[src/rtl/hbr_pkg.sv]
// ============================================================================
// hbr_pkg - shared types and constants for the byte-range parser
// Widths, status codes, the front-to-back queue entry and queue status.
// ============================================================================
`default_nettype none

package hbr_pkg;

    localparam int CHAR_W      = 8;
    localparam int NUM_W       = 31;
    localparam int OUT_W       = 32;
    localparam int QUEUE_DEPTH = 2;
    localparam int QUEUE_AW    = (QUEUE_DEPTH > 1) ? $clog2(QUEUE_DEPTH) : 1;
    localparam int QUEUE_CW    = $clog2(QUEUE_DEPTH + 1);

    localparam logic [NUM_W-1:0] NUM_MAX = '1;

    typedef enum logic [1:0] {
        ST_VALID     = 2'd0,
        ST_IGNORED   = 2'd1,
        ST_MALFORMED = 2'd2
    } t_status;

    // One parsed header, as the front hands it to the back
    typedef struct packed {
        t_status          status;
        logic [NUM_W-1:0] first_num;
        logic             first_pres;
        logic [NUM_W-1:0] second_num;
        logic             second_pres;
    } t_summary;

    typedef struct packed {
        logic full;
        logic empty;
    } t_q_stat;

endpackage

`default_nettype wire

[src/rtl/hbr_if.sv]
// ============================================================================
// hbr_if - channel interfaces of the byte-range parser
// Character input, result output and resource-size write channels.
// ============================================================================
`default_nettype none

interface hbr_in_if;
    logic                       valid;
    logic                       ready;
    logic [hbr_pkg::CHAR_W-1:0] header_char;
    logic                       last_char;

    modport source (output valid, output header_char, output last_char, input ready);
    modport sink   (input valid, input header_char, input last_char, output ready);
endinterface

interface hbr_out_if;
    logic                      valid;
    logic                      ready;
    logic [1:0]                status;
    logic [hbr_pkg::OUT_W-1:0] start_offset;
    logic [hbr_pkg::OUT_W-1:0] byte_count;

    modport source (output valid, output status, output start_offset, output byte_count,
                    input ready);
    modport sink   (input valid, input status, input start_offset, input byte_count,
                    output ready);
endinterface

interface hbr_cfg_if;
    logic                      valid;
    logic                      ready;
    logic [hbr_pkg::NUM_W-1:0] data;

    modport source (output valid, output data, input ready);
    modport sink   (input valid, input data, output ready);
endinterface

`default_nettype wire

[src/rtl/hbr_front.sv]
// ============================================================================
// hbr_front - character parser
// Walks the header one character per cycle while the queue has room and
// pushes a parse summary into the queue on the final character.
// ============================================================================
`default_nettype none

module hbr_front (
    input  wire logic              i_clk,
    input  wire logic              i_rst_n,
    hbr_in_if.sink                 i_in,
    input  wire hbr_pkg::t_q_stat  i_q_stat,
    output logic                   o_push,
    output hbr_pkg::t_summary      o_push_data
);
    import hbr_pkg::*;

    typedef enum logic [2:0] {
        PH_LEAD, PH_TOKEN, PH_SKIP, PH_FIRST, PH_SECOND, PH_IGNORE
    } t_phase;

    localparam logic [CHAR_W-1:0] CH_SPACE = 8'h20;
    localparam logic [CHAR_W-1:0] CH_EQ    = 8'h3D;
    localparam logic [CHAR_W-1:0] CH_DASH  = 8'h2D;
    localparam logic [CHAR_W-1:0] CH_ZERO  = 8'h30;
    localparam logic [CHAR_W-1:0] CH_NINE  = 8'h39;
    localparam logic [2:0]        TOKEN_LEN = 3'd5;

    function automatic logic [CHAR_W-1:0] tok_char(input logic [2:0] pos);
        logic [CHAR_W-1:0] c;
        unique case (pos)
            3'd0:    c = "b";
            3'd1:    c = "y";
            3'd2:    c = "t";
            3'd3:    c = "e";
            3'd4:    c = "s";
            default: c = '0;
        endcase
        return c;
    endfunction

    // v*10 + d, saturating
    function automatic logic [NUM_W-1:0] add_digit(input logic [NUM_W-1:0] v,
                                                   input logic [3:0]       d);
        logic [NUM_W+3:0] n;
        n = {1'b0, v, 3'b000} + {3'b000, v, 1'b0} + (NUM_W+4)'(d);
        return (n > (NUM_W+4)'(NUM_MAX)) ? NUM_MAX : n[NUM_W-1:0];
    endfunction

    t_phase           r_phase, n_phase;
    logic [2:0]       r_tok_pos, n_tok_pos;
    logic             r_mism, n_mism;
    logic [NUM_W-1:0] r_first, n_first;
    logic             r_first_pres, n_first_pres;
    logic [NUM_W-1:0] r_second, n_second;
    logic             r_second_pres, n_second_pres;
    logic             r_bad, n_bad;

    logic              accept;
    logic              cont;
    logic              is_digit;
    logic [CHAR_W-1:0] c;

    assign c        = i_in.header_char;
    assign is_digit = (c >= CH_ZERO) && (c <= CH_NINE);
    assign i_in.ready = !i_q_stat.full;
    assign accept   = i_in.valid && i_in.ready;

    always_comb begin
        n_phase       = r_phase;
        n_tok_pos     = r_tok_pos;
        n_mism        = r_mism;
        n_first       = r_first;
        n_first_pres  = r_first_pres;
        n_second      = r_second;
        n_second_pres = r_second_pres;
        n_bad         = r_bad;
        cont          = 1'b1;

        if (n_phase == PH_LEAD) begin
            if (c == CH_SPACE) cont = 1'b0;
            else n_phase = PH_TOKEN;
        end
        if (cont && n_phase == PH_TOKEN) begin
            cont = 1'b0;
            if (c == CH_EQ) begin
                n_phase = (r_mism || r_tok_pos != TOKEN_LEN) ? PH_IGNORE : PH_SKIP;
                if (r_tok_pos != TOKEN_LEN) n_mism = 1'b1;
            end else if (r_tok_pos >= TOKEN_LEN) begin
                n_mism = 1'b1;
            end else begin
                if (c != tok_char(r_tok_pos)) n_mism = 1'b1;
                n_tok_pos = r_tok_pos + 3'd1;
            end
        end
        if (cont && n_phase == PH_SKIP) begin
            if (c == CH_SPACE) cont = 1'b0;
            else n_phase = PH_FIRST;
        end
        if (cont && n_phase == PH_FIRST) begin
            cont = 1'b0;
            if (c == CH_DASH) begin
                n_phase = PH_SECOND;
            end else begin
                n_first_pres = 1'b1;
                if (is_digit) n_first = add_digit(r_first, c[3:0]);
                else n_bad = 1'b1;
            end
        end
        if (cont && n_phase == PH_SECOND) begin
            n_second_pres = 1'b1;
            if (is_digit) n_second = add_digit(r_second, c[3:0]);
            else n_bad = 1'b1;
        end
    end

    // Classify the finished header
    always_comb begin
        o_push_data.first_num   = n_first;
        o_push_data.first_pres  = n_first_pres;
        o_push_data.second_num  = n_second;
        o_push_data.second_pres = n_second_pres;
        if (n_phase == PH_LEAD || n_phase == PH_TOKEN || n_phase == PH_IGNORE)
            o_push_data.status = ST_IGNORED;
        else if (n_phase != PH_SECOND || n_bad || (!n_first_pres && !n_second_pres))
            o_push_data.status = ST_MALFORMED;
        else
            o_push_data.status = ST_VALID;
    end

    assign o_push = accept && i_in.last_char;

    always_ff @(posedge i_clk) begin
        if (!i_rst_n || o_push) begin
            r_phase       <= PH_LEAD;
            r_tok_pos     <= '0;
            r_mism        <= 1'b0;
            r_first       <= '0;
            r_first_pres  <= 1'b0;
            r_second      <= '0;
            r_second_pres <= 1'b0;
            r_bad         <= 1'b0;
        end else if (accept) begin
            r_phase       <= n_phase;
            r_tok_pos     <= n_tok_pos;
            r_mism        <= n_mism;
            r_first       <= n_first;
            r_first_pres  <= n_first_pres;
            r_second      <= n_second;
            r_second_pres <= n_second_pres;
            r_bad         <= n_bad;
        end
    end

endmodule

`default_nettype wire

[src/rtl/hbr_queue.sv]
// ============================================================================
// hbr_queue - summary queue
// Small first-in first-out store between the parser and the resolver.
// ============================================================================
`default_nettype none

module hbr_queue (
    input  wire logic              i_clk,
    input  wire logic              i_rst_n,
    input  wire logic              i_push,
    input  wire hbr_pkg::t_summary i_push_data,
    input  wire logic              i_pop,
    output hbr_pkg::t_summary      o_head,
    output hbr_pkg::t_q_stat       o_stat
);
    import hbr_pkg::*;

    t_summary            r_mem [QUEUE_DEPTH];
    logic [QUEUE_AW-1:0] r_wr_ptr, r_rd_ptr;
    logic [QUEUE_CW-1:0] r_count;
    logic                do_push, do_pop;

    function automatic logic [QUEUE_AW-1:0] ptr_inc(input logic [QUEUE_AW-1:0] p);
        return (p == QUEUE_AW'(QUEUE_DEPTH - 1)) ? '0 : p + QUEUE_AW'(1);
    endfunction

    assign o_stat.full  = (r_count == QUEUE_CW'(QUEUE_DEPTH));
    assign o_stat.empty = (r_count == '0);
    assign do_push      = i_push && !o_stat.full;
    assign do_pop       = i_pop && !o_stat.empty;
    assign o_head       = r_mem[r_rd_ptr];

    always_ff @(posedge i_clk) begin
        if (do_push) begin
            r_mem[r_wr_ptr] <= i_push_data;
        end
    end

    always_ff @(posedge i_clk) begin
        if (!i_rst_n) begin
            r_wr_ptr <= '0;
            r_rd_ptr <= '0;
            r_count  <= '0;
        end else begin
            if (do_push) r_wr_ptr <= ptr_inc(r_wr_ptr);
            if (do_pop)  r_rd_ptr <= ptr_inc(r_rd_ptr);
            if (do_push && !do_pop)      r_count <= r_count + QUEUE_CW'(1);
            else if (do_pop && !do_push) r_count <= r_count - QUEUE_CW'(1);
        end
    end

endmodule

`default_nettype wire

[src/rtl/hbr_back.sv]
// ============================================================================
// hbr_back - range resolver
// Resolves a parse summary against the resource size into the output
// register.
// ============================================================================
`default_nettype none

module hbr_back (
    input  wire logic                      i_clk,
    input  wire logic                      i_rst_n,
    input  wire hbr_pkg::t_summary         i_head,
    input  wire hbr_pkg::t_q_stat          i_q_stat,
    input  wire logic [hbr_pkg::NUM_W-1:0] i_resource_size,
    output logic                           o_pop,
    hbr_out_if.source                      o_out
);
    import hbr_pkg::*;

    localparam int W_W = NUM_W + 2;

    logic                  r_valid;
    logic [1:0]            r_status;
    logic [OUT_W-1:0]      r_off, r_len;
    logic signed [W_W-1:0] w_size, w_first, w_second, w_off, w_len, w_closed;
    logic [OUT_W-1:0]      n_off, n_len;

    assign w_size   = $signed({2'b00, i_resource_size});
    assign w_first  = $signed({2'b00, i_head.first_num});
    assign w_second = $signed({2'b00, i_head.second_num});
    assign w_closed = w_second - w_first + W_W'(1);

    always_comb begin
        w_off = '0;
        w_len = '0;
        if (!i_head.first_pres) begin
            w_len = w_second;
            w_off = w_size - w_second;
        end else if (!i_head.second_pres) begin
            w_off = w_first;
            w_len = w_size - w_first;
        end else begin
            w_off = w_first;
            w_len = (w_closed > $signed({2'b00, NUM_MAX})) ? $signed({2'b00, NUM_MAX})
                                                           : w_closed;
        end
        if (i_head.status == ST_VALID) begin
            n_off = w_off[OUT_W-1:0];
            n_len = w_len[OUT_W-1:0];
        end else begin
            n_off = '0;
            n_len = '0;
        end
    end

    assign o_pop = !i_q_stat.empty && (!r_valid || o_out.ready);

    always_ff @(posedge i_clk) begin
        if (!i_rst_n) begin
            r_valid <= 1'b0;
        end else if (o_pop) begin
            r_valid <= 1'b1;
        end else if (o_out.ready) begin
            r_valid <= 1'b0;
        end
    end

    always_ff @(posedge i_clk) begin
        if (o_pop) begin
            r_status <= i_head.status;
            r_off    <= n_off;
            r_len    <= n_len;
        end
    end

    assign o_out.valid        = r_valid;
    assign o_out.status       = r_status;
    assign o_out.start_offset = r_off;
    assign o_out.byte_count   = r_len;

endmodule

`default_nettype wire

[src/rtl/http_byte_range_parser.sv]
// ============================================================================
// http_byte_range_parser - single byte-range parser for a Range header
// Parses "bytes=m-n" style header values one character per item and
// reports status, start offset and byte count against the resource size.
// ============================================================================
//
//  Channel  Dir  Payload                                   Item
//  -------  ---  ----------------------------------------  ----------------------
//  i_cfg    in   data[30:0]                                resource size write
//  i_in     in   header_char[7:0], last_char               one header character
//  o_out    out  status[1:0], start_offset[31:0],          one resolved range,
//                byte_count[31:0]                          per final character
//
//  Takes one character per cycle while the queue has room; the parser
//  registers its state, with the number update (times ten plus digit),
//  on each accepted character. o_out.valid rises once the summary, pushed
//  into the queue with the final character, loads into the resolver's
//  output register; a full output register holds it in the queue.
//  Reset clears the parse state, the queue pointers and count, the output
//  valid flag and sets the resource size to 0. i_in.ready drops only while
//  the queue is full; the config channel is always ready.
// ============================================================================
`default_nettype none

module http_byte_range_parser (
    input  wire logic  i_clk,
    input  wire logic  i_rst_n,
    hbr_cfg_if.sink    i_cfg,
    hbr_in_if.sink     i_in,
    hbr_out_if.source  o_out
);
    import hbr_pkg::*;

    logic [NUM_W-1:0] r_resource_size;
    logic             push, pop;
    t_summary         push_data, head;
    t_q_stat          q_stat;

    // Hold the resource size; the user must write it only while the block is idle, which the block does not enforce
    assign i_cfg.ready = 1'b1;

    always_ff @(posedge i_clk) begin
        if (!i_rst_n) begin
            r_resource_size <= '0;
        end else if (i_cfg.valid) begin
            r_resource_size <= i_cfg.data;
        end
    end

    // Front: classify characters and build the numbers
    hbr_front u_front (
        .i_clk       (i_clk),
        .i_rst_n     (i_rst_n),
        .i_in        (i_in),
        .i_q_stat    (q_stat),
        .o_push      (push),
        .o_push_data (push_data)
    );

    // Queue: decouple parser from resolver
    hbr_queue u_queue (
        .i_clk       (i_clk),
        .i_rst_n     (i_rst_n),
        .i_push      (push),
        .i_push_data (push_data),
        .i_pop       (pop),
        .o_head      (head),
        .o_stat      (q_stat)
    );

    // Back: resolve the range and drive the output register
    hbr_back u_back (
        .i_clk           (i_clk),
        .i_rst_n         (i_rst_n),
        .i_head          (head),
        .i_q_stat        (q_stat),
        .i_resource_size (r_resource_size),
        .o_pop           (pop),
        .o_out           (o_out)
    );

    // The parser never pushes into a full queue
    a_no_push_full: assert property (@(posedge i_clk) disable iff (!i_rst_n)
        push |-> !q_stat.full)
        else $error("summary pushed into a full queue");

    // Input stalls only because the queue is full
    a_stall_cause: assert property (@(posedge i_clk) disable iff (!i_rst_n)
        !i_in.ready |-> q_stat.full)
        else $error("input stalled with room in the queue");

    // A rejected header carries zero offset and count
    a_reject_zero: assert property (@(posedge i_clk) disable iff (!i_rst_n)
        (o_out.valid && o_out.status != ST_VALID) |->
            (o_out.start_offset == '0 && o_out.byte_count == '0))
        else $error("rejected header with nonzero offset or count");

    // A queued summary moves into a free output register in the next cycle
    a_drain: assert property (@(posedge i_clk) disable iff (!i_rst_n)
        (!q_stat.empty && !o_out.valid) |=> o_out.valid)
        else $error("queued summary not moved to output");

endmodule

`default_nettype wire

[src/flat_wrapper.sv]
// flat-port wrapper written by rule: the top's interface ports become plain ports
module http_byte_range_parser_flat import hbr_pkg::*;
  (i_clk, i_rst_n, i_cfg_valid, i_cfg_data, i_cfg_ready, i_in_valid, i_in_header_char, i_in_last_char, i_in_ready, o_out_valid, o_out_status, o_out_start_offset, o_out_byte_count, o_out_ready);
  hbr_cfg_if i_cfg_i ();
  hbr_in_if i_in_i ();
  hbr_out_if o_out_i ();
  input  wire logic i_clk;
  input  wire logic i_rst_n;
  input wire logic [$bits(i_cfg_i.valid)-1:0] i_cfg_valid;
  input wire logic [$bits(i_cfg_i.data)-1:0] i_cfg_data;
  output wire logic [$bits(i_cfg_i.ready)-1:0] i_cfg_ready;
  input wire logic [$bits(i_in_i.valid)-1:0] i_in_valid;
  input wire logic [$bits(i_in_i.header_char)-1:0] i_in_header_char;
  input wire logic [$bits(i_in_i.last_char)-1:0] i_in_last_char;
  output wire logic [$bits(i_in_i.ready)-1:0] i_in_ready;
  output wire logic [$bits(o_out_i.valid)-1:0] o_out_valid;
  output wire logic [$bits(o_out_i.status)-1:0] o_out_status;
  output wire logic [$bits(o_out_i.start_offset)-1:0] o_out_start_offset;
  output wire logic [$bits(o_out_i.byte_count)-1:0] o_out_byte_count;
  input wire logic [$bits(o_out_i.ready)-1:0] o_out_ready;
  assign i_cfg_i.valid = i_cfg_valid;
  assign i_cfg_i.data = i_cfg_data;
  assign i_cfg_ready = i_cfg_i.ready;
  assign i_in_i.valid = i_in_valid;
  assign i_in_i.header_char = i_in_header_char;
  assign i_in_i.last_char = i_in_last_char;
  assign i_in_ready = i_in_i.ready;
  assign o_out_valid = o_out_i.valid;
  assign o_out_status = o_out_i.status;
  assign o_out_start_offset = o_out_i.start_offset;
  assign o_out_byte_count = o_out_i.byte_count;
  assign o_out_i.ready = o_out_ready;
  http_byte_range_parser u_core (.i_clk(i_clk), .i_rst_n(i_rst_n), .i_cfg(i_cfg_i), .i_in(i_in_i), .o_out(o_out_i));
endmodule
[config.mk]
export PLATFORM = sky130hd
export DESIGN_NAME = http_byte_range_parser_flat
export DESIGN_NICKNAME = d
export VERILOG_FILES = /design/src/rtl/hbr_pkg.sv /design/src/rtl/hbr_if.sv /design/src/rtl/hbr_front.sv /design/src/rtl/hbr_queue.sv /design/src/rtl/hbr_back.sv /design/src/rtl/http_byte_range_parser.sv /design/src/flat_wrapper.sv
export SDC_FILE = /design/constraint.sdc
export NUM_CORES = 1
export LEC_CHECK = 0
export BUFFER_PORTS_ARGS = -buffer_cell sky130_fd_sc_hd__buf_2
export CAP_MARGIN = 15
export CORE_ASPECT_RATIO = 0.75
export CORE_MARGIN = 5
export CORE_UTILIZATION = 55
export DETAILED_ROUTE_END_ITERATION = 8
export PLACE_DENSITY = 0.74
export SYNTH_ARGS = -nofsm -noshare
export SYNTH_HDL_FRONTEND = slang
export SYNTH_SLANG_ARGS = --single-unit
[constraint.sdc]
create_clock -name i_clk -period 7.71 [get_ports i_clk]
set_input_delay 1.542 -clock i_clk [delete_from_list [all_inputs] [get_ports i_clk]]
set_output_delay 1.542 -clock i_clk [all_outputs]
set_load 0.02 [all_outputs]
-- Yosys cells after proc, flatten, opt, wreduce, memory -nomap -nowiden
Memories as Yosys holds them, arrays and structs flattened. A register that Yosys moved wholly into a read port is not among the register bits.
Cells that the tools add are included.
- input bits: 45
- output and inout port bits: 69
- bits in registers: 174
- logic and storage cells: 153
- bits in writable memories: 132
- memories kept: 1
- memory list (name ; words ; width ; read ports ; clocked after memory_dff ; wr ports ; line ; text):
    u_core.u_queue.r_mem ; 2 ; 66 ; 1 ; 1 ; 1 ; hbr_queue.sv:18 ; t_summary r_mem [QUEUE_DEPTH];
- reductions and logical operators: 40
- equality and inequality tests: 18
- $lt $le $gt $ge: 6
- multiplexer cells: 54
- bitwise gates (word level): 3
- $add $sub $neg: 13
- operators by type and width (cell ; count):
    two-way mux 31 bit ; 9
    subtractor 31 x 31 -> 32 bit ; 3
    adder 34 x 32 -> 35 bit ; 2
    adder 35 x 4 -> 35 bit ; 2
    greater-than comparator 35 x 31 -> 1 bit, second input constant ; 2
    two-way mux 32 bit ; 2
    case mux 7 bit (5 select lines) ; 1
    adder 32 x 2 -> 33 bit, second input constant ; 1
    greater-than comparator 33 x 32 -> 1 bit, second input constant ; 1
    two-way mux 3 bit ; 9
    two-way mux 1 bit ; 26
    == test 8 x 6 -> 1 bit, second input constant ; 3
    two-way mux 8 bit ; 3
    logical AND 1 bit ; 13
    == test 3 x 2 -> 1 bit, second input constant ; 4
    == test 3 x 1 -> 1 bit, second input constant ; 3
    == test 3 bit, second input constant ; 3
    logical NOT 3 bit ; 3
    greater-or-equal comparator 8 x 6 -> 1 bit, second input constant ; 1
    less-or-equal comparator 8 x 6 -> 1 bit, second input constant ; 1
    logical NOT 1 bit ; 8
    two-way mux 2 bit ; 4
    inequality test 8 bit ; 1
    AND reduction 4 bit ; 2
    15 further kinds ; 27

-- Logic depth before layout (Yosys ltp)
Gate-level depths: netlist of run 1.
- depth in word-level cells: 20
- mapped depth: 22
- depth with buffers taken out: 17

-- Cells and area by module
Synthesis of run 1 repeated with hierarchy kept, for this count alone.
- cell total of the unflattened synthesis: 2491
- area, all modules: 23354.9 um2
- by module, submodules not included (module ; cells an instance ; instances ; area each (um2) ; sequential area each (um2)):
    hbr_back ; 1088 ; 1 ; 8843.5 ; 2001.9
    hbr_front ; 1071 ; 1 ; 8289.2 ; 1441.4
    hbr_queue ; 230 ; 1 ; 5003.5 ; 4063.9
    http_byte_range_parser ; 102 ; 1 ; 1218.7 ; 620.6

-- Worst setup path before layout of run 1
Ideal clock, no wire load.
- kind: reg2reg
- start: register (tool-made name)
- end: register u_core.u_back.r_len[4], in the netlist u_core.u_back.o_out.byte_count[4], data pin
- cell stages (with the launch flop): 21
- setup time: 0.157 ns
- required time: 7.553 ns
- buffers on the path: 6
- setup slack: 1.948 ns
- period minus slack after synthesis: 5.762 ns
- arrival: 5.606 ns
- cell sequence: dfxtp_1 > clkbuf_1 > clkbuf_1 > clkbuf_1 > buf_1 > mux2i_1 > ha_1 > buf_2 > o2111a_1 > a2111oi_0 > xor2_1 > and2b_1 > nand4_2 > or4_4 > or4_1 > a2111o_1 > o21ai_1 > and4_1 > a31oi_1 > buf_6 > o221ai_2
- RTL lines (element ; line ; text):
    to (signal assigned) ; hbr_back.sv:71 ; r_len <= n_len;
    to (decl) ; hbr_back.sv:23 ; logic [OUT_W-1:0] r_off, r_len;

==> results of run 1 <==
-- per-stage QoR --
step	hold WS (ns)	cell area [sq um]	util, %	std cells
2_1_floorplan	0.4293	21810	-	2296
3_3_place_gp	0.4434	22890	58.21	2865
3_5_place_dp	0.4638	22890	58.21	2865
4_1_cts	0.4787	24120	61.32	2927
5_1_grt	0.4961	24120	61.32	2927
6_report	0.4752	24120	61.32	2927
-- sequential cells by signal, indices dropped and copies added (netlist names), named ones only --
name and flops:
u_core.u_queue.r_mem 132, u_core.u_back.o_out.byte_count 32, u_core.u_back.o_out.start_offset 32, u_core.r_resource_size 31
u_core.u_front.r_first 31, u_core.u_front.r_second 31, u_core.u_front.r_phase 3, u_core.u_front.r_tok_pos 3
u_core.u_back.o_out.status 2, u_core.u_queue.r_count 2, u_core.u_back.o_out.valid 1, u_core.u_front.r_bad 1
u_core.u_front.r_first_pres 1, u_core.u_front.r_mism 1, u_core.u_front.r_second_pres 1, u_core.u_queue.r_rd_ptr 1
u_core.u_queue.r_wr_ptr 1
-- power groups by stage --
stage	clock (W)	combinational, W	sequential, W
3_5_place_dp	0	0.00349	0.00214
6_report	0.00177	0.00358	0.00211
5_1_grt	0.00186	0.00388	0.00213
2_1_floorplan	0	0.00248	0.00225
4_1_cts	0.00179	0.00351	0.00211
3_3_place_gp	0	0.00343	0.00214
-- layer usage --
layer	up-vias	global-route usage, %	wire length [um]
li1	8708	-	-
met1	8807	41.09	28630
met2	762	41.70	26750
met3	81	4.668	4837
met4	0	6.579	1478
met5	-	0	0
-- cells by family after synthesis --
family / count (synthesis) / synth area share [%]
buffers and inverters: 179 / 3.224
adders and majority gates: 230 / 13.44
AOI/OAI and AO/OA: 718 / 20.89
and+or+nand+nor: 596 / 13.65
muxes: 104 / 4.853
xor gates and xnor gates: 161 / 6.655
DFF: 307 / 37.27
other: 1 / 0.01719
-- synth_stat cells (22+ instances only) --
cell      count  area [sq um]
inv_1        93         349.1
ha_1        223          2790
a21o_1       62         465.5
edfxtp_1    198          5946
a21oi_1     249          1246
clkbuf_1     63         236.5
nor3_1       40         200.2
nor2b_1      57         356.6
nand2_1     110         412.9
xnor2_1      97         849.6
mux2i_1      90         900.9
o21ai_0     150         750.7
xor2_1       60         525.5
dfxtp_1     109          2182
a211oi_1     37         277.8
nand3_1      39         195.2
o21a_1       27         202.7
nor2_1      197         739.5
and3_1       22         137.6
-- worst max-delay path by stage --
stage | endpoint | cells after the start
2_1_floorplan | u_core.u_back.o_out.byte_count[4]$_SDFFCE_PP0P_ | 20
3_3_place_gp | u_core.u_queue.r_mem[0][48]$_DFFE_PP_ | 17
3_5_place_dp | u_core.u_queue.r_mem[0][43]$_DFFE_PP_ | 17
4_1_cts | u_core.u_back.o_out.byte_count[4]$_SDFFCE_PP0P_ | 17
5_1_grt | u_core.u_back.o_out.byte_count[4]$_SDFFCE_PP0P_ | 17
6_report | u_core.u_back.o_out.byte_count[4]$_SDFFCE_PP0P_ | 17
-- area by class of cell --
type	instances	area (sq um)	area share, %
clock inverters	20	294.0	1.219
repair buffers	134	725.7	3.009
clock buffers	42	930.9	3.860
multi-input cells	1810	13030	54.04
inverters	94	352.8	1.463
flip-flops and latches	307	8132	33.71
well taps	520	650.6	2.698
-- worst min-delay path: stages (launching register included) --
cell     delay, ns
dfxtp_1       0.33
a21oi_1       0.04
nor2_1        0.07
==> flow_metrics.tcl, run 1 <==
set metrics [dict create \
    comb_power_share_pct 48.0 \
    critPathTopFamily "simple AND/OR/NAND/NOR gates" \
    via_per_inst 6.272 \
    critPathKind "reg -> reg" \
    timing.rr.end "u_core.u_back.o_out.byte_count[4]$_SDFFCE_PP0P_" \
    peakVddDrop_mv 0.3971 \
    setup_violations 0 \
    setup_slack_ns 1.289 \
    timing.max_cap.violations 0 \
    path_max_fanout 37 \
    vias 18358 \
    ys_seq_elements 307 \
    grt_max_degree 69 \
    cts_root_buf "clkbuf_16" \
    gp_congestion 0.9584 \
    holdPathEnd "u_core.u_front.r_second_pres$_SDFFE_PP0P_" \
    area_growth_syn_to_layout_pct 10.59 \
    p_sw_share_pct 42.42 \
    holdBufCountCts 0 \
    fillCellCount 3255 \
    routed_wl_mm 61.69 \
    fmax_mhz 155.7 \
    firstDrtPassIters 6 \
    async_flop_share_pct 0 \
    synth_area_sq_um 21810 \
    avgSynthCellArea_sq_um 9.499 \
    grt.total_usage_pct 27.44 \
    core_area_sq_um 39330 \
    hold_path.class "reg -> reg" \
    wire_per_inst_um 21.08 \
    endpoint_kind "flop" \
    rsz0062_at_grt "no" \
    final_cell_mix "a21oi_1 (249), ha_1 (223), edfxtp_1 (198), nor2_1 (194), o21ai_0 (150)" \
    p_int_w 0.004296 \
    grt_pass1_wl_mm 96.59 \
    place_ws_ns 1.342 \
    cp_slowest_cell "dfxtp_4" \
    path_cells "buf_4, mux2i_1, inv_1, ha_1, nand2_1, nor2_1, a22oi_1, a21boi_0, o211ai_1, nor3_1, nand4_1, or3_1, xnor2_1, nand4b_1, nor3b_1, a31oi_2, o221ai_2" \
    syn_nets 2571 \
    synth_cell_type_count 99 \
    num_io_pins 114 \
    setup_tns_ns 0 \
    start_util_pct 55.45 \
    slowest_delay_ns 0.76 \
    htree_num_levels 2 \
    cp-start-kind "flop" \
    p_total_w 0.007461 \
    port_buffers 112 \
    worstMarginPinSlew_ns 1.072 \
    die_w_um 239.9 \
    whs_path_depth 2 \
    die_h_um 182.5 \
    crit_arrival_ns 6.66 \
    period_needed_ns 6.421 \
    cts_setup_buffers 0 \
    final_common_cell "a21oi_1" \
    rows 63 \
    p_per_area_nw_per_um2 309.4 \
    dieArea_sq_um 43780 \
    synth_cells 2296 \
    antenna_cells 0 \
    status "finished clean" \
    antenna_found_initial 0 \
    hold_viol_final 0 \
    drtIter0Drc 1883 \
    grt-ovfl-total 0 \
    yosys_most_used_dff "edfxtp_1" \
    cts_max_path_buffers 3 \
    drc 0 \
    switching_power_w 0.003165 \
    hpwl_mm 46.98 \
    ctsResizeCount 0 \
    cp.required_ns 7.95 \
    drv_slew 0 \
    leakagePower_nw 10.34 \
    path_clk_slew_ns 0.06 \
    drive_above_1_share_pct 11.43 \
    sequentialPowerShare_pct 28.2 \
    cts_made_buffers 34 \
    r2r_cells 17 \
    synth_warnings 0 \
    nets 2656 \
    slew_headroom_pct 28.54 \
    r2r_setup_slack_ns 1.29 \
    clock-sinks 307 \
    clkPwrFrac_pct 23.7 \
    ant_nets 0 \
    finalCritPeriodShare_pct 83.28 \
    crit_buf_inv 2 \
    skew_ns 0.02443 \
    cts_tree "done" \
    grt_pass1_vias 17449 \
    clk_latency_ns 0.55 \
    ys_seq_area_share_pct 37.27 \
    min_from "u_core.u_front.r_second_pres$_SDFFE_PP0P_" \
    synth_edf_count 198 \
]
Note: power is estimated with default switching activity, not from simulation.
==> run 2: changes to the inputs <==
==> constraint.sdc (replaced) <==
create_clock -name i_clk -period 6 [get_ports i_clk]
set_input_delay 1.2 -clock i_clk [delete_from_list [all_inputs] [get_ports i_clk]]
set_output_delay 1.2 -clock i_clk [all_outputs]
set_load 0.02 [all_outputs]
==> run 2 against run 1 <==
  * Clock skew is 0.0054 ns lower
  * Critical endpoint unchanged
  * Clock power up 6%
  * Critical path type unchanged
  * Die area stayed put
  * Combinational power is 35% higher
  * Largest cell class unchanged
==> flow_metrics.tcl, run 2 (synthesized netlist as in run 1, its figures left out) <==
set metrics [dict create \
    grt.total_usage_pct 26.79 \
    drtIter0Drc 2360 \
    die_h_um 182.5 \
    finalCritPeriodShare_pct 94.59 \
    fin_area_sq_um 24350 \
    nets 2714 \
    skew_ns 0.01901 \
    largest_register_ffs 132 \
    timing.max_cap.violations 0 \
    hold_viol_final 0 \
    fmax_mhz 176.2 \
    rsz0062_at_grt "no" \
    drc 0 \
    holdPathEnd "u_core.u_front.r_second_pres$_SDFFE_PP0P_" \
    r2r_cells 20 \
    grt_max_degree 69 \
    rows 63 \
    peakVddDrop_mv 0.6346 \
    setup_tns_ns 0 \
    cp-start-kind "flop" \
    p_total_w 0.009368 \
    min_from "u_core.u_front.r_second_pres$_SDFFE_PP0P_" \
    setup_violations 0 \
    gp_congestion 0.9625 \
    timing.rr.end "u_core.u_back.o_out.byte_count[4]$_SDFFCE_PP0P_" \
    port_buffers 112 \
    grt-ovfl-total 0 \
    hold_path.class "reg -> reg" \
    wire_per_inst_um 20.29 \
    top_register "u_core.u_queue.r_mem" \
    cts_root_buf "clkbuf_16" \
    holdBufCountCts 0 \
    worstMarginPinSlew_ns 1.061 \
    fillCellCount 3246 \
    antenna_found_initial 2 \
    crit_arrival_ns 6.00 \
    routed_wl_mm 60.55 \
    drive_above_1_share_pct 13.43 \
    dieArea_sq_um 43780 \
    firstDrtPassIters 8 \
    num_io_pins 114 \
    final_common_cell "a21oi_1" \
    critPathKind "reg -> reg" \
    highest_layer "met5" \
    core_area_sq_um 39330 \
    area_growth_syn_to_layout_pct 11.63 \
    dr_wl_met3_mm 4.680 \
    path_max_fanout 16 \
    leakagePower_nw 10.52 \
    grt_pass1_wl_mm 95.11 \
    antenna_cells 0 \
    r2r_setup_slack_ns 0.32 \
    clock-sinks 307 \
    grt_pass1_vias 17462 \
    status "finished clean" \
    slew_headroom_pct 27.22 \
    met2_length_mm 26.28 \
    final_cell_mix "a21oi_1 (249), ha_1 (223), edfxtp_1 (198), nor2_1 (194), o21ai_0 (150)" \
    endpoint_kind "flop" \
    drv_slew 0 \
    period_needed_ns 5.676 \
    via_per_inst 6.166 \
    setup_slack_ns 0.3245 \
    ant_nets 0 \
    cts_tree "done" \
    place_ws_ns 0.3718 \
    cts_max_path_buffers 3 \
    die_w_um 239.9 \
    placed_cell_area_sq_um 23360 \
    p_per_area_nw_per_um2 384.8 \
    fin_hold_ws_ns 0.4747 \
    hpwl_mm 46.78 \
    cp.required_ns 6.33 \
    routedLengthMet1_mm 27.89 \
    htree_num_levels 1 \
    clk_latency_ns 0.60 \
    cts_made_buffers 31 \
    path_clk_slew_ns 0.06 \
    whs_path_depth 2 \
    start_util_pct 55.45 \
    vias 18399 \
]
==> run 2: cell count changes in the layout (fill, tap and decap cells not counted), moves of 3 or more <==
cell        previous run  this run
buf_4                 22        82
clkbuf_16             34        31
inv_6                  4         1
clkinv_2               2         6
clkinv_4               2         6
clkbuf_8               5         2
bufinv_16              5         0
clkinvlp_4             2         5
==> run 2: final cells by class <==
cell class,count,area [sq um],area share [%]
Timing Repair Buffer,195,1196,4.913
Tap cell,520,650.6,2.672
Inverter,94,352.8,1.449
Sequential cell,307,8132,33.40
Clock inverter,20,160.2,0.6578
Multi-Input combinational cell,1810,13030,53.53
Clock buffer,38,822.0,3.376
==> run 2: how the worst max path moves through the flow <==
stage	startpoint	endpoint	slack (ns)	depth (start not counted)
after floorplan	flop	u_core.u_back.o_out.byte_count[4]$_SDFFCE_PP0P_	0.24	20
after global placement	i_in_header_char[3]	u_core.u_front.r_first[25]$_SDFFE_PP0P_	0.41	18
after detailed placement	i_in_header_char[3]	u_core.u_queue.r_mem[0][2]$_DFFE_PP_	0.37	17
after CTS	flop	u_core.u_back.o_out.byte_count[5]$_SDFFCE_PP0P_	0.42	19
after global routing	flop	u_core.u_back.o_out.byte_count[4]$_SDFFCE_PP0P_	0.0001	19
final	flop	u_core.u_back.o_out.byte_count[4]$_SDFFCE_PP0P_	0.32	20
==> run 2: metrics by stage <==
step,std cells,utilization (%)
finish,2984,61.90
global route,2984,61.90
CTS,2984,61.90
detailed placement,2926,59.40
global placement,2926,59.40
floorplan,2296,-
==> run 2: critical path, stage by stage, from the launching register on <==
cell and delay (ns):
dfxtp_4 0.51, buf_4 0.25, buf_4 0.27, mux2i_1 0.22, buf_4 0.18, ha_1 0.33, a211oi_1 0.34, nand2_1 0.11
a22oi_1 0.27, a21boi_0 0.31, o211ai_1 0.26, nor3_1 0.38, nand4_1 0.39, buf_4 0.30, nor2_1 0.10, and4b_1 0.22
xor2_1 0.09, nor2b_1 0.17, a31oi_2 0.29, buf_4 0.29, o221ai_2 0.11
==> run 2: layer usage <==
layer	vias to the layer above	GRT usage (%)
met4	2	6.488
li1	8834	-
met1	8771	40.40
met3	92	3.883
met5	-	0
met2	700	40.86
==> run 2: repair_timing <==
item,4_1_cts,5_1_grt
gates resized for setup,0,0
setup buffers,0,0
endpoints found under the setup margin,0,2
==> run 2: where the power goes <==
group / internal [W] / switching [W] / leakage (nW) / total [W]
clock: 0.000995 / 0.000885 / 0.472 / 0.00188
combinational: 0.00178 / 0.00304 / 7.31 / 0.00482
sequential: 0.00256 / 0.000112 / 2.73 / 0.00267
==> run 3: changes to the inputs <==
--- a/config.mk
+++ b/config.mk
@@ -12,6 +12,8 @@
 export CORE_UTILIZATION = 55
 export DETAILED_ROUTE_END_ITERATION = 8
 export PLACE_DENSITY = 0.74
+export REMOVE_ABC_BUFFERS = 1
 export SYNTH_ARGS = -nofsm -noshare
 export SYNTH_HDL_FRONTEND = slang
+export SYNTH_HIERARCHICAL = 1
 export SYNTH_SLANG_ARGS = --single-unit
==> run 3 against run 2 <==
  * Critical path depth fell by 5
  * Register-to-register slack better by 0.25 ns
  * Combinational power grew 3%
  * Via count increased by 7.6%
  * Sequential cell count unchanged
  * Synthesized cell count up 8.5%
  * Worst hold slack worse by 0.010 ns
  * Clock-buffer cell count rose by 5
  * Critical path type unchanged
  * Largest power group unchanged
  * Highest routed layer is now met4
==> flow_metrics.tcl, run 3 <==
set metrics [dict create \
    hold_path.class "reg -> reg" \
    synth_cell_type_count 104 \
    leakagePower_nw 10.68 \
    cts_made_buffers 35 \
    yosys-top-cells-count "ha_1 (223), a21oi_1 (206), edfxtp_1 (198), nor2_1 (178), nand2_1 (174)" \
    nets 2827 \
    routed_wl_mm 65.96 \
    finalCritPeriodShare_pct 90.46 \
    synth_cells 2491 \
    grt.total_usage_pct 27.53 \
    period_needed_ns 5.427 \
    critPathKind "reg -> reg" \
    switching_power_w 0.004251 \
    skew_ns 0.02874 \
    p_sw_share_pct 42.23 \
    path_clk_slew_ns 0.06 \
    grt-ovfl-total 0 \
    gp_congestion 0.9711 \
    cp.required_ns 6.32 \
    comb_power_share_pct 49.3 \
    num_io_pins 114 \
    rsz0062_at_grt "no" \
    cp-start-kind "flop" \
    yosysTopAreaCell "edfxtp_1" \
    clock-sinks 307 \
    timing.max_cap.violations 0 \
    slew_headroom_pct 30.32 \
    wire_per_inst_um 20.95 \
    synth_warnings 6 \
    holdBufCountCts 0 \
    via_per_inst 6.290 \
    antenna_cells 0 \
    grt_max_degree 68 \
    worstMarginPinSlew_ns 1.045 \
    setup_tns_ns 0 \
    fmax_mhz 184.3 \
    ys_seq_elements 307 \
    area_growth_syn_to_layout_pct 9.097 \
    path_max_fanout 43 \
    drc 0 \
    synth_area_leaders "edfxtp_1 (25%), ha_1 (12%), dfxtp_1 (9.3%), a21oi_1 (4.4%), o21ai_0 (3.6%)" \
    drive_above_1_share_pct 12.25 \
    clkPwrFrac_pct 23.0 \
    synth_edf_count 198 \
    setup_violations 0 \
    fin_cells 3148 \
    p_per_area_nw_per_um2 395.1 \
    cts_root_buf "clkbuf_16" \
    core_area_sq_um 42050 \
    ant_nets 0 \
    top_register "u_core/u_queue/r_mem" \
    ctsResizeCount 0 \
    die_w_um 247.9 \
    grt_pass1_wl_mm 103.5 \
    peakVddDrop_mv 0.2645 \
    avgSynthCellArea_sq_um 9.376 \
    yosysTopAreaCellShare_pct 25.46 \
    final_cell_mix "ha_1 (223), a21oi_1 (206), edfxtp_1 (198), nor2_1 (177), nand2_1 (174)" \
    hold_viol_final 0 \
    drv_slew 0 \
    hpwl_mm 49.85 \
    grt_pass1_vias 18816 \
    rows 65 \
    port_buffers 112 \
    dp_cells 3083 \
    final_common_cell "ha_1" \
    vias 19801 \
    antenna_found_initial 0 \
    p_int_w 0.005816 \
    drtIter0Drc 2032 \
    ys_seq_area_share_pct 34.80 \
    yosys_most_used_dff "edfxtp_1" \
    cts_setup_buffers 0 \
    cts_tree "done" \
    sequentialPowerShare_pct 27.8 \
    status "finished clean" \
    synth_most_common_cell "ha_1" \
    die_h_um 188.5 \
    synth_area_sq_um 23350 \
    htree_num_levels 2 \
    start_util_pct 55.55 \
    cts_max_path_buffers 3 \
    async_flop_share_pct 0 \
    endpoint_kind "flop" \
    clk_latency_ns 0.56 \
    firstDrtPassIters 7 \
    dieArea_sq_um 46730 \
    largest_register_ffs 132 \
    crit_arrival_ns 5.74 \
]
## run 3: power groups by stage
stage,clock network [W],logic [W],registers [W]
after detailed placement,0,0.00480,0.00284
final,0.00231,0.00496,0.00279
after global routing,0.00245,0.00536,0.00283
after CTS,0.00235,0.00483,0.00280
after floorplan,0,0.00320,0.00313
after global placement,0,0.00473,0.00283
## run 3: metal layers
metal	global-route usage, %	share of wire (%)	routed length, um	vias up
li1	-	-	-	9355
met1	40.45	46	30220	9485
met2	40.88	42	27810	861
met3	6.991	9.8	6436	100
met4	6.442	2.3	1494	0
met5	0	0	0	-
## run 3: logic make-up after synthesis
kind of cell | synth area share [%]
buffers and inverters | 4.956
adder cells (fa/ha/maj) | 12.55
flip-flops | 34.80
XOR/XNOR | 5.620
AND/OR/NAND/NOR | 14.53
AO/OA/AOI/OAI | 22.88
other | 0.01606
multiplexers | 4.645
## run 3: final timing paths
check / from / end / slack, ns / depth (start not counted)
worst max-delay path: flop / u_core/u_back/o_out.byte_count[31]$_SDFFCE_PN0P_ / 0.57 / 15
worst min register to register: u_core/u_front/r_bad$_SDFFE_PP0P_ / u_core/u_front/r_bad$_SDFFE_PP0P_ / 0.46 / 2
worst max register to register: flop / u_core/u_back/o_out.byte_count[31]$_SDFFCE_PN0P_ / 0.57 / 15
worst min-delay path: u_core/u_front/r_bad$_SDFFE_PP0P_ / u_core/u_front/r_bad$_SDFFE_PP0P_ / 0.46 / 2
## run 3: critical path, stage by stage, from the launching register on
cell      delay (ns)
dfxtp_2         0.60
buf_12          0.32
mux2_1          0.49
ha_1            0.43
a21oi_1         0.46
a21boi_0        0.22
nor3b_1         0.30
o21a_1          0.35
o21ai_0         0.17
xor2_1          0.39
nand3_1         0.29
nor3b_1         0.32
o21ai_2         0.17
and2_1          0.21
buf_4           0.19
a31o_2          0.24
## run 3: area by class of cell
cell class	instances	area, sq um
Timing Repair Buffer	132	760.7
Clock buffer	43	935.9
Inverter	138	518.0
Sequential cell	307	8129
Tap cell	569	711.9
Clock inverter	21	314.1
Fill cell	3510	16570
Multi-Input combinational cell	1938	14110
## run 3: stage by stage
stage          utilization, %  instance area [sq um]  setup WS, ns  power, W  hold WS (ns)
2_1_floorplan               -                  22720       -0.2220  0.006332        0.4173
3_5_place_dp            57.58                  24210        0.6294  0.007646        0.4512
6_report                60.60                  25480        0.5727   0.01007        0.4646
4_1_cts                 60.55                  25460        0.6393  0.009990        0.4621
3_3_place_gp            57.58                  24210        0.6979  0.007566        0.4262
5_1_grt                 60.60                  25480        0.1270   0.01063        0.4728
